[config.mk]
export PLATFORM = sky130hd
export DESIGN_NAME = fifo_page_frame_manager_flat
export DESIGN_NICKNAME = d
export VERILOG_FILES = /design/src/sv/fpfm_pkg.sv /design/src/sv/fpfm_if.sv /design/src/sv/fpfm_ctrl.sv /design/src/sv/fpfm_dp.sv /design/src/sv/fifo_page_frame_manager.sv /design/src/flat_wrapper.sv
export VERILOG_INCLUDE_DIRS = /design/src /design/src/sv
export SDC_FILE = /design/constraint.sdc
export NUM_CORES = 2
export LEC_CHECK = 0
export BUFFER_PORTS_ARGS = -buffer_cell sky130_fd_sc_hd__clkbuf_2
export CAP_MARGIN = 25
export CORE_ASPECT_RATIO = 1.25
export CORE_MARGIN = 5
export CORE_UTILIZATION = 38
export DETAILED_ROUTE_END_ITERATION = 10
export PLACE_DENSITY = 0.63
export REMOVE_ABC_BUFFERS = 1
export SYNTH_ARGS = -nofsm -noshare
export SYNTH_HDL_FRONTEND = slang
export SYNTH_HIERARCHICAL = 1
export SYNTH_SLANG_ARGS = --single-unit
[constraint.sdc]
create_clock -name clk -period 18.9 [get_ports clk]
set_input_delay 3.78 -clock clk [delete_from_list [all_inputs] [get_ports clk]]
set_output_delay 3.78 -clock clk [all_outputs]
set_load 0.01 [all_outputs]
[src/sv/fifo_page_frame_manager_assert.svh]
// Assertion macros for the page frame manager.
`ifndef FIFO_PAGE_FRAME_MANAGER_ASSERT_SVH
`define FIFO_PAGE_FRAME_MANAGER_ASSERT_SVH
`ifndef NO_ASSERTIONS
`define FPFM_ASSERT_IMPL(label, clk, rst_n, a, c) \
  label: assert property (@(posedge clk) disable iff (!rst_n) (a) |-> (c)) \
    else $error("assertion failed");
`define FPFM_ASSERT_NEXT(label, clk, rst_n, a, c) \
  label: assert property (@(posedge clk) disable iff (!rst_n) (a) |=> (c)) \
    else $error("assertion failed");
`else
`define FPFM_ASSERT_IMPL(label, clk, rst_n, a, c)
`define FPFM_ASSERT_NEXT(label, clk, rst_n, a, c)
`endif
`endif

[src/sv/fpfm_pkg.sv]
// ----------------------------------------------------------------------------
// fpfm_pkg
// Shared types for the page frame manager.
// ----------------------------------------------------------------------------
`timescale 1ns / 1ps
package fpfm_pkg;
  localparam int ACTION_REFERENCE = 0;
  localparam int ACTION_RELEASE = 1;

  typedef struct packed {
    logic start_ref;
    logic start_rel;
    logic out_take;
  } fpfm_cmd_t;

  typedef struct packed {
    logic busy;
    logic done;
  } fpfm_sts_t;
endpackage

[src/sv/fpfm_if.sv]
// ----------------------------------------------------------------------------
// fpfm_if
// Valid/ready channel carrying a generic payload.
// ----------------------------------------------------------------------------
`timescale 1ns / 1ps
interface fpfm_if #(parameter int W = 1);
  logic valid;
  logic ready;
  logic [W-1:0] data;
  modport source (output valid, output data, input ready);
  modport sink (input valid, input data, output ready);
endinterface

[src/sv/fpfm_ctrl.sv]
// ----------------------------------------------------------------------------
// fpfm_ctrl
// Sequencer that starts one request at a time and holds the result.
// ----------------------------------------------------------------------------
`timescale 1ns / 1ps
module fpfm_ctrl (
  input  logic clk,
  input  logic rst_n,
  input  logic in_valid,
  input  logic in_action,
  output logic in_ready,
  output logic out_valid,
  input  logic out_ready,
  output fpfm_pkg::fpfm_cmd_t cmd,
  input  fpfm_pkg::fpfm_sts_t sts
);
  import fpfm_pkg::*;
  `include "fifo_page_frame_manager_assert.svh"

  typedef enum logic [2:0] {
    S_IDLE = 3'b001,
    S_WORK = 3'b010,
    S_OUT  = 3'b100
  } state_t;

  state_t state_r, state_nxt;

  always_comb begin
    state_nxt = state_r;
    unique case (state_r)
      S_IDLE: if (in_valid) state_nxt = S_WORK;
      S_WORK: if (sts.done) state_nxt = S_OUT;
      S_OUT: if (out_ready) state_nxt = S_IDLE;
      default: state_nxt = S_IDLE;
    endcase
  end

  always_ff @(posedge clk) begin
    if (!rst_n) begin
      state_r <= S_IDLE;
    end else begin
      state_r <= state_nxt;
    end
  end

  assign in_ready = (state_r == S_IDLE);
  assign out_valid = (state_r == S_OUT);
  assign cmd.start_ref = in_ready && in_valid && (in_action == 1'(ACTION_REFERENCE));
  assign cmd.start_rel = in_ready && in_valid && (in_action == 1'(ACTION_RELEASE));
  assign cmd.out_take = out_valid && out_ready;

  `FPFM_ASSERT_NEXT(a_start_busy, clk, rst_n, in_valid && in_ready, sts.busy)
  `FPFM_ASSERT_IMPL(a_out_idle, clk, rst_n, out_valid, !sts.busy)
  `FPFM_ASSERT_IMPL(a_done_work, clk, rst_n, sts.done, state_r == S_WORK)
endmodule

[src/sv/fpfm_dp.sv]
// ----------------------------------------------------------------------------
// fpfm_dp
// Frame table, free queue and allocation-order queue with their walks.
// ----------------------------------------------------------------------------
`timescale 1ns / 1ps
module fpfm_dp #(
  parameter int FRAMES = 128,
  parameter int PID_W = 8,
  parameter int PG_W = 8
) (
  input  logic clk,
  input  logic rst_n,
  input  fpfm_pkg::fpfm_cmd_t cmd,
  output fpfm_pkg::fpfm_sts_t sts,
  input  logic [PID_W-1:0] in_pid,
  input  logic [PG_W-1:0] in_page,
  output logic o_hit,
  output logic [6:0] o_frame,
  output logic o_evicted,
  output logic [7:0] o_ev_proc,
  output logic [7:0] o_ev_page,
  output logic [7:0] o_released,
  output logic [7:0] o_free
);
  import fpfm_pkg::*;
  `include "fifo_page_frame_manager_assert.svh"

  localparam int AW = (FRAMES > 1) ? $clog2(FRAMES) : 1;
  localparam int CW = $clog2(FRAMES + 1);

  typedef enum logic [11:0] {
    P_IDLE  = 12'b000000000001,
    P_SRD   = 12'b000000000010,
    P_SCHK  = 12'b000000000100,
    P_MISS  = 12'b000000001000,
    P_VICT  = 12'b000000010000,
    P_SHIFT = 12'b000000100000,
    P_POP   = 12'b000001000000,
    P_ALLOC = 12'b000010000000,
    P_RRD   = 12'b000100000000,
    P_RCHK  = 12'b001000000000,
    P_CRD   = 12'b010000000000,
    P_CCHK  = 12'b100000000000
  } phase_t;

  phase_t ph_r;
  logic [FRAMES-1:0] valid_r;
  logic [PID_W-1:0] owner_m [FRAMES];
  logic [PG_W-1:0] page_m [FRAMES];
  logic [AW-1:0] freeq_m [FRAMES];
  logic [AW-1:0] alloc_m [FRAMES];
  logic [CW-1:0] init_r;
  logic [AW-1:0] fhead_r;
  logic [CW-1:0] ftot_r, atot_r, k_r, w_r, rel_r;
  logic [PID_W-1:0] pid_r;
  logic [PG_W-1:0] pg_r;
  logic [PID_W-1:0] own_q;
  logic [PG_W-1:0] pg_q;
  logic [AW-1:0] fq_q, al_q, f_r;
  logic hit_r, ev_r;
  logic [PID_W-1:0] evp_r;
  logic [PG_W-1:0] evg_r;
  logic [AW-1:0] tail;
  logic [AW:0] tail_s;
  logic [AW-1:0] fq_raw;
  logic [AW-1:0] al_a;

  always_comb begin
    tail_s = {1'b0, fhead_r} + (AW+1)'(ftot_r);
    if (tail_s >= (AW+1)'(FRAMES)) tail_s = tail_s - (AW+1)'(FRAMES);
    tail = tail_s[AW-1:0];
  end

  // Free queue read port: entries not yet initialized read as their index.
  assign fq_q = (CW'(fhead_r) >= init_r) ? fhead_r : fq_raw;

  // The release walk fetches the entry below its count.
  assign al_a = (ph_r == P_RCHK) ? AW'(k_r - 1'b1) : k_r[AW-1:0];

  always_ff @(posedge clk) begin
    own_q <= owner_m[f_r];
    pg_q <= page_m[f_r];
    fq_raw <= freeq_m[fhead_r];
    al_q <= alloc_m[al_a];
  end

  always_ff @(posedge clk) begin
    if (!rst_n) begin
      ph_r <= P_IDLE;
      valid_r <= '0;
      fhead_r <= '0;
      ftot_r <= CW'(FRAMES);
      atot_r <= '0;
      init_r <= '0;
    end else begin
      unique case (ph_r)
        P_IDLE: begin
          if (cmd.start_ref || cmd.start_rel) begin
            pid_r <= in_pid;
            pg_r <= in_page;
            f_r <= '0;
            hit_r <= 1'b0;
            ev_r <= 1'b0;
            evp_r <= '0;
            evg_r <= '0;
            rel_r <= '0;
            w_r <= '0;
            if (cmd.start_ref) begin
              k_r <= '0;
              ph_r <= P_SRD;
            end else begin
              k_r <= atot_r;
              ph_r <= P_RCHK;
            end
          end
        end
        P_SRD: ph_r <= P_SCHK;
        P_SCHK: begin
          if (valid_r[f_r] && own_q == pid_r && pg_q == pg_r) begin
            hit_r <= 1'b1;
            ph_r <= P_IDLE;
          end else if (CW'(f_r) == CW'(FRAMES - 1)) begin
            ph_r <= P_MISS;
          end else begin
            f_r <= f_r + 1'b1;
            ph_r <= P_SRD;
          end
        end
        P_MISS: begin
          if (ftot_r == '0 && atot_r != '0) begin
            k_r <= CW'(1);
            ph_r <= P_VICT;
          end else begin
            ph_r <= P_POP;
          end
        end
        P_VICT: begin
          f_r <= al_q;
          k_r <= CW'(2);
          ph_r <= P_SHIFT;
        end
        P_SHIFT: begin
          if (k_r <= atot_r) begin
            alloc_m[AW'(k_r - CW'(2))] <= al_q;
            k_r <= k_r + 1'b1;
          end else begin
            atot_r <= atot_r - 1'b1;
            ev_r <= 1'b1;
            evp_r <= own_q;
            evg_r <= pg_q;
            valid_r[f_r] <= 1'b0;
            freeq_m[tail] <= f_r;
            if (CW'(tail) >= init_r) init_r <= CW'(tail) + 1'b1;
            ftot_r <= ftot_r + 1'b1;
            ph_r <= P_POP;
          end
        end
        P_POP: ph_r <= P_ALLOC;
        P_ALLOC: begin
          valid_r[fq_q] <= 1'b1;
          owner_m[fq_q] <= pid_r;
          page_m[fq_q] <= pg_r;
          alloc_m[atot_r[AW-1:0]] <= fq_q;
          atot_r <= atot_r + 1'b1;
          f_r <= fq_q;
          fhead_r <= (CW'(fhead_r) == CW'(FRAMES - 1)) ? '0 : fhead_r + 1'b1;
          ftot_r <= ftot_r - 1'b1;
          ph_r <= P_IDLE;
        end
        P_RRD: begin
          // The frame tested here was loaded on the previous pass through this state.
          if (k_r != atot_r && valid_r[f_r] && own_q == pid_r) begin
            valid_r[f_r] <= 1'b0;
            freeq_m[tail] <= f_r;
            if (CW'(tail) >= init_r) init_r <= CW'(tail) + 1'b1;
            ftot_r <= ftot_r + 1'b1;
            rel_r <= rel_r + 1'b1;
          end
          if (k_r == '0) begin
            f_r <= '0;
            ph_r <= P_CRD;
          end else begin
            f_r <= al_q;
            k_r <= k_r - 1'b1;
            ph_r <= P_RCHK;
          end
        end
        P_RCHK: ph_r <= P_RRD;
        P_CRD: ph_r <= P_CCHK;
        P_CCHK: begin
          if (k_r < atot_r) begin
            if (valid_r[al_q]) begin
              alloc_m[w_r[AW-1:0]] <= al_q;
              w_r <= w_r + 1'b1;
            end
            k_r <= k_r + 1'b1;
            ph_r <= P_CRD;
          end else begin
            atot_r <= w_r;
            ph_r <= P_IDLE;
          end
        end
        default: ph_r <= P_IDLE;
      endcase
    end
  end

  always_comb begin
    sts.busy = (ph_r != P_IDLE);
    sts.done = ((ph_r == P_SCHK) && valid_r[f_r] && own_q == pid_r && pg_q == pg_r)
            || (ph_r == P_ALLOC)
            || ((ph_r == P_CCHK) && !(k_r < atot_r));
  end

  assign o_hit = hit_r;
  assign o_frame = 7'(f_r);
  assign o_evicted = ev_r;
  assign o_ev_proc = 8'(evp_r);
  assign o_ev_page = 8'(evg_r);
  assign o_released = 8'(rel_r);
  assign o_free = 8'(ftot_r);

  `FPFM_ASSERT_IMPL(a_total, clk, rst_n, 1'b1, ftot_r + atot_r == CW'(FRAMES) || sts.busy)
  `FPFM_ASSERT_NEXT(a_hit_keeps, clk, rst_n, sts.done && ph_r == P_SCHK, $stable(ftot_r))
  `FPFM_ASSERT_IMPL(a_take_idle, clk, rst_n, cmd.out_take, !sts.busy)
endmodule

[src/sv/fifo_page_frame_manager.sv]
// ----------------------------------------------------------------------------
// fifo_page_frame_manager
// FIFO page replacement over a shared pool of physical frames.
// ----------------------------------------------------------------------------
// channel  dir  payload
// in       in   action, process_id, virtual_page
// out      out  hit, frame_index, evicted, evicted_process, evicted_page,
//               released_count, free_count
// A reference scans the frame table one frame at a time; an eviction adds
// a walk of the allocation-order queue. A release walks the queue twice.
// One request is in work at a time. Reset needs no clearing pass. The result
// is held until taken; no new request is accepted meanwhile.
`timescale 1ns / 1ps
module fifo_page_frame_manager #(
  parameter int FRAMES = 128,
  parameter int PROCESS_ID_BITS = 8,
  parameter int PAGE_BITS = 8
) (
  input logic clk,
  input logic rst_n,
  fpfm_if.sink in_ch,
  fpfm_if.source out_ch
);
  import fpfm_pkg::*;

  fpfm_cmd_t cmd;
  fpfm_sts_t sts;
  logic hit, evd;
  logic [6:0] frm;
  logic [7:0] evp, evg, rel, fre;

  fpfm_ctrl u_ctrl (
    .clk(clk), .rst_n(rst_n),
    .in_valid(in_ch.valid), .in_action(in_ch.data[0]), .in_ready(in_ch.ready),
    .out_valid(out_ch.valid), .out_ready(out_ch.ready),
    .cmd(cmd), .sts(sts)
  );

  fpfm_dp #(.FRAMES(FRAMES), .PID_W(PROCESS_ID_BITS), .PG_W(PAGE_BITS)) u_dp (
    .clk(clk), .rst_n(rst_n), .cmd(cmd), .sts(sts),
    .in_pid(PROCESS_ID_BITS'(in_ch.data[8:1])),
    .in_page(PAGE_BITS'(in_ch.data[16:9])),
    .o_hit(hit), .o_frame(frm), .o_evicted(evd), .o_ev_proc(evp),
    .o_ev_page(evg), .o_released(rel), .o_free(fre)
  );

  assign out_ch.data = {fre, rel, evg, evp, evd, frm, hit};
endmodule

[src/flat_wrapper.sv]
// flat-port wrapper written by rule: the top's interface ports become plain ports
module fifo_page_frame_manager_flat import fpfm_pkg::*;
#(
  parameter int FRAMES = 128,
  parameter int PROCESS_ID_BITS = 8,
  parameter int PAGE_BITS = 8
)
  (clk, rst_n, in_ch_valid, in_ch_data, in_ch_ready, out_ch_valid, out_ch_data, out_ch_ready);
  fpfm_if #(.W(17)) in_ch_i ();
  fpfm_if #(.W(41)) out_ch_i ();
  input logic clk;
  input logic rst_n;
  input wire logic [$bits(in_ch_i.valid)-1:0] in_ch_valid;
  input wire logic [$bits(in_ch_i.data)-1:0] in_ch_data;
  output wire logic [$bits(in_ch_i.ready)-1:0] in_ch_ready;
  output wire logic [$bits(out_ch_i.valid)-1:0] out_ch_valid;
  output wire logic [$bits(out_ch_i.data)-1:0] out_ch_data;
  input wire logic [$bits(out_ch_i.ready)-1:0] out_ch_ready;
  assign in_ch_i.valid = in_ch_valid;
  assign in_ch_i.data = in_ch_data;
  assign in_ch_ready = in_ch_i.ready;
  assign out_ch_valid = out_ch_i.valid;
  assign out_ch_data = out_ch_i.data;
  assign out_ch_i.ready = out_ch_ready;
  fifo_page_frame_manager #(.FRAMES(FRAMES), .PROCESS_ID_BITS(PROCESS_ID_BITS), .PAGE_BITS(PAGE_BITS)) u_core (.clk(clk), .rst_n(rst_n), .in_ch(in_ch_i), .out_ch(out_ch_i));
endmodule
==> flow_summary.json <==
{
  "cts_made_buffers": 386,
  "drc": 0,
  "grt_util_all_layers_pct": 21.30,
  "cts_root_buf": "clkbuf_16",
  "cts_setup_buffers": 0,
  "wl_per_cell_um": 30.78,
  "crit_top_cell": "buf_4",
  "crit_fanout": 51,
  "clkPwrFrac_pct": 36.3,
  "p_per_area_mw_per_mm2": 118.2,
  "cp-start-kind": "register",
  "drt_wl_total_mm": 482.3,
  "cap_violations": 0,
  "slew_headroom_pct": 8.327,
  "seq_power_share_pct": 49.0,
  "core-area_mm2": 0.4229,
  "hpwl_mm": 294.5,
  "tritoncts": "built",
  "cts.repair.resized": 0,
  "dpl_worst_slack_ns": 11.47,
  "grt_max_degree": 164,
  "crit_chain": "buf_4 > buf_4 > buf_4 > clkbuf_2",
  "gp_congestion": 0.9650,
  "worst-path-buf-inv": 4,
  "rsz0062_at_grt": "no",
  "p_comb_share_pct": 14.7,
  "period_minus_slack_ns": 7.111,
  "grt_pass1_vias": 93310,
  "start_util_pct": 38.13,
  "area_delta_synth_final_pct": 12.75,
  "hold_viol": 0,
  "p_int_mw": 15.60,
  "p_sw_mw": 5.895,
  "fin_skew_ns": 0.1285,
  "cp_top_family": "buffers and inverters",
  "syn_area_mm2": 0.1613,
  "clk_pin_slew_ns": 0.06,
  "finalCritPeriodShare_pct": 37.63,
  "maxSlewViolCount": 0,
  "dr.pass1.iters": 8,
  "cpPeakStageDelay_ns": 0.64,
  "vias": 94760,
  "vdd_drop_max_uv": 91.58,
  "outcome": "finished, final reports clean",
  "grt_overflow": 0,
  "layout-drive-gt1-share_pct": 16.08,
  "arrival_ns": 3.33,
  "synth_area_per_cell_um2": 16.86,
  "crit_required_ns": 15.12,
  "clock-sinks": 4109,
  "grt_pass1_wl_mm": 686.6,
  "fin_ws_ns": 11.79,
  "crit_type": "reg2out",
  "num_rows": 267,
  "holdCritPathClass": "reg2reg",
  "die-area_mm2": 0.4376,
  "crit_slowest_cell": "buf_4",
  "endpoint_kind": "output pin",
  "drt-initial-drc-count": 13010,
  "clock_path_buffers": 4,
  "tightestPinTransition_ns": 1.375,
  "htreeDepth": 5,
  "die-height_um": 738.4,
  "antenna_found_initial": 14,
  "clk_latency_ns": 1.03,
  "postRouteAntennaNets": 0,
  "synthCells": 9567,
  "port_buffers": 63,
  "p_leak_nw": 55.58,
  "setup_tns_ns": 0,
  "avgViaCountPerCell": 6.047,
  "yosysWarnings": 6,
  "die_w_um": 592.7,
  "fmax_mhz": 140.6,
  "ios": 64,
  "postCtsHoldBufs": 0,
  "p_sw_share_pct": 27.43,
  "num-nets-final": 9769,
  "setup_viol": 0,
  "fillers": 36770
}
[final timing paths]
| check | from | to | slack, ns | depth (start not counted) |
|---|---|---|---|---|
| setup / recovery | u_core/u_dp/o_frame[3]$_DFFE_PP_ | out_ch_data[4] | 11.79 | 4 |
| setup reg to reg | u_core/u_dp/o_frame[1]$_DFFE_PP_ | u_core/u_dp/freeq_m[119][1]$_DFFE_PP_ | 12.41 | 11 |
| hold / removal | u_core/u_dp/init_r[1]$_SDFFE_PN0P_ | u_core/u_dp/init_r[1]$_SDFFE_PN0P_ | 0.50 | 2 |
| hold reg to reg | u_core/u_dp/init_r[1]$_SDFFE_PN0P_ | u_core/u_dp/init_r[1]$_SDFFE_PN0P_ | 0.50 | 2 |
[final cells by class]
cell class | instances | area (um2) | share of cell area (%)
clock inverters | 252 | 2532 | 1.393
clock buffers | 457 | 10130 | 5.573
well taps | 5649 | 7068 | 3.887
diodes | 6 | 15.01 | 0.008257
multi-input cells | 4768 | 37390 | 20.56
repair buffers | 387 | 3182 | 1.750
flip-flops and latches | 4109 | 121400 | 66.74
inverters | 42 | 157.7 | 0.08669
[worst register-to-register path: cells and delay by family (launching register included)]
family / cells / cell delay [ns]
DFF: 1 / 0.32
and+or+nand+nor: 5 / 3.45
buffers and inverters: 2 / 1.24
AOI/OAI and AO/OA: 4 / 1.11
[stage by stage]
step | utilization (%) | total power, mW | instances | instance area (um2) | hold WS (ns)
after global placement | 39.91 | 13.78 | 14930 | 168800 | 0.4753
after detailed placement | 39.95 | 13.83 | 14940 | 169000 | 0.4887
final | 43.00 | 21.49 | 15670 | 181800 | 0.5004
after floorplan | - | 12.60 | 8919 | 158500 | 0.4604
after global routing | 42.99 | 22.09 | 15670 | 181800 | 0.5444
after CTS | 42.95 | 21.54 | 15650 | 181600 | 0.5045
[layout by cell type, fill, tap and decap left out, types with 101 or more instances in the layout]
master / instances
a21oi_1: 122
a221oi_1: 221
a22o_1: 140
a22oi_1: 659
a31oi_1: 136
and3_1: 110
buf_4: 277
clkbuf_16: 393
dfxtp_1: 198
edfxtp_1: 3905
mux2i_1: 101
mux4_2: 419
nand2_1: 841
nand3_1: 126
nand4_1: 167
nor2_1: 528
o21ai_0: 202
[state kept, by name, indices dropped and copies added, names as in the netlist, 7 cells and up]
name                    count
u_core/u_dp/o_free          8
u_core/u_dp/pid_r           8
u_core/u_dp/o_frame         7
u_core/u_dp/k_r             8
u_core/u_dp/al_q            7
u_core/u_dp/pg_q            8
u_core/u_dp/freeq_m       896
u_core/u_dp/page_m       1024
u_core/u_dp/atot_r          8
u_core/u_dp/o_released      8
u_core/u_dp/alloc_m       896
u_core/u_dp/o_ev_proc       8
u_core/u_dp/owner_m      1024
u_core/u_dp/pg_r            8
u_core/u_dp/own_q           8
u_core/u_dp/init_r          8
u_core/u_dp/o_ev_page       8
u_core/u_dp/valid_r       128
u_core/u_dp/fhead_r         7
u_core/u_dp/fq_raw          7
u_core/u_dp/w_r             8
u_core/u_dp/ph_r           12
[power groups by stage]
stage | sequential, mW | combinational (mW) | clock, mW
final | 10.5 | 3.16 | 7.79
after floorplan | 11.0 | 1.61 | 0
after global routing | 10.5 | 3.27 | 8.29
after CTS | 10.5 | 3.11 | 7.90
after detailed placement | 10.7 | 3.10 | 0
after global placement | 10.7 | 3.05 | 0
[per-layer routing]
metal | track usage (%) | vias to the layer above | part of all wire (%)
li1 | - | 39150 | -
met1 | 26.71 | 48700 | 36
met2 | 34.53 | 5700 | 48
met3 | 4.774 | 1211 | 10
met4 | 11.28 | 12 | 6.5
met5 | 0 | - | 0.018
(Power assumes the default switching activity.)
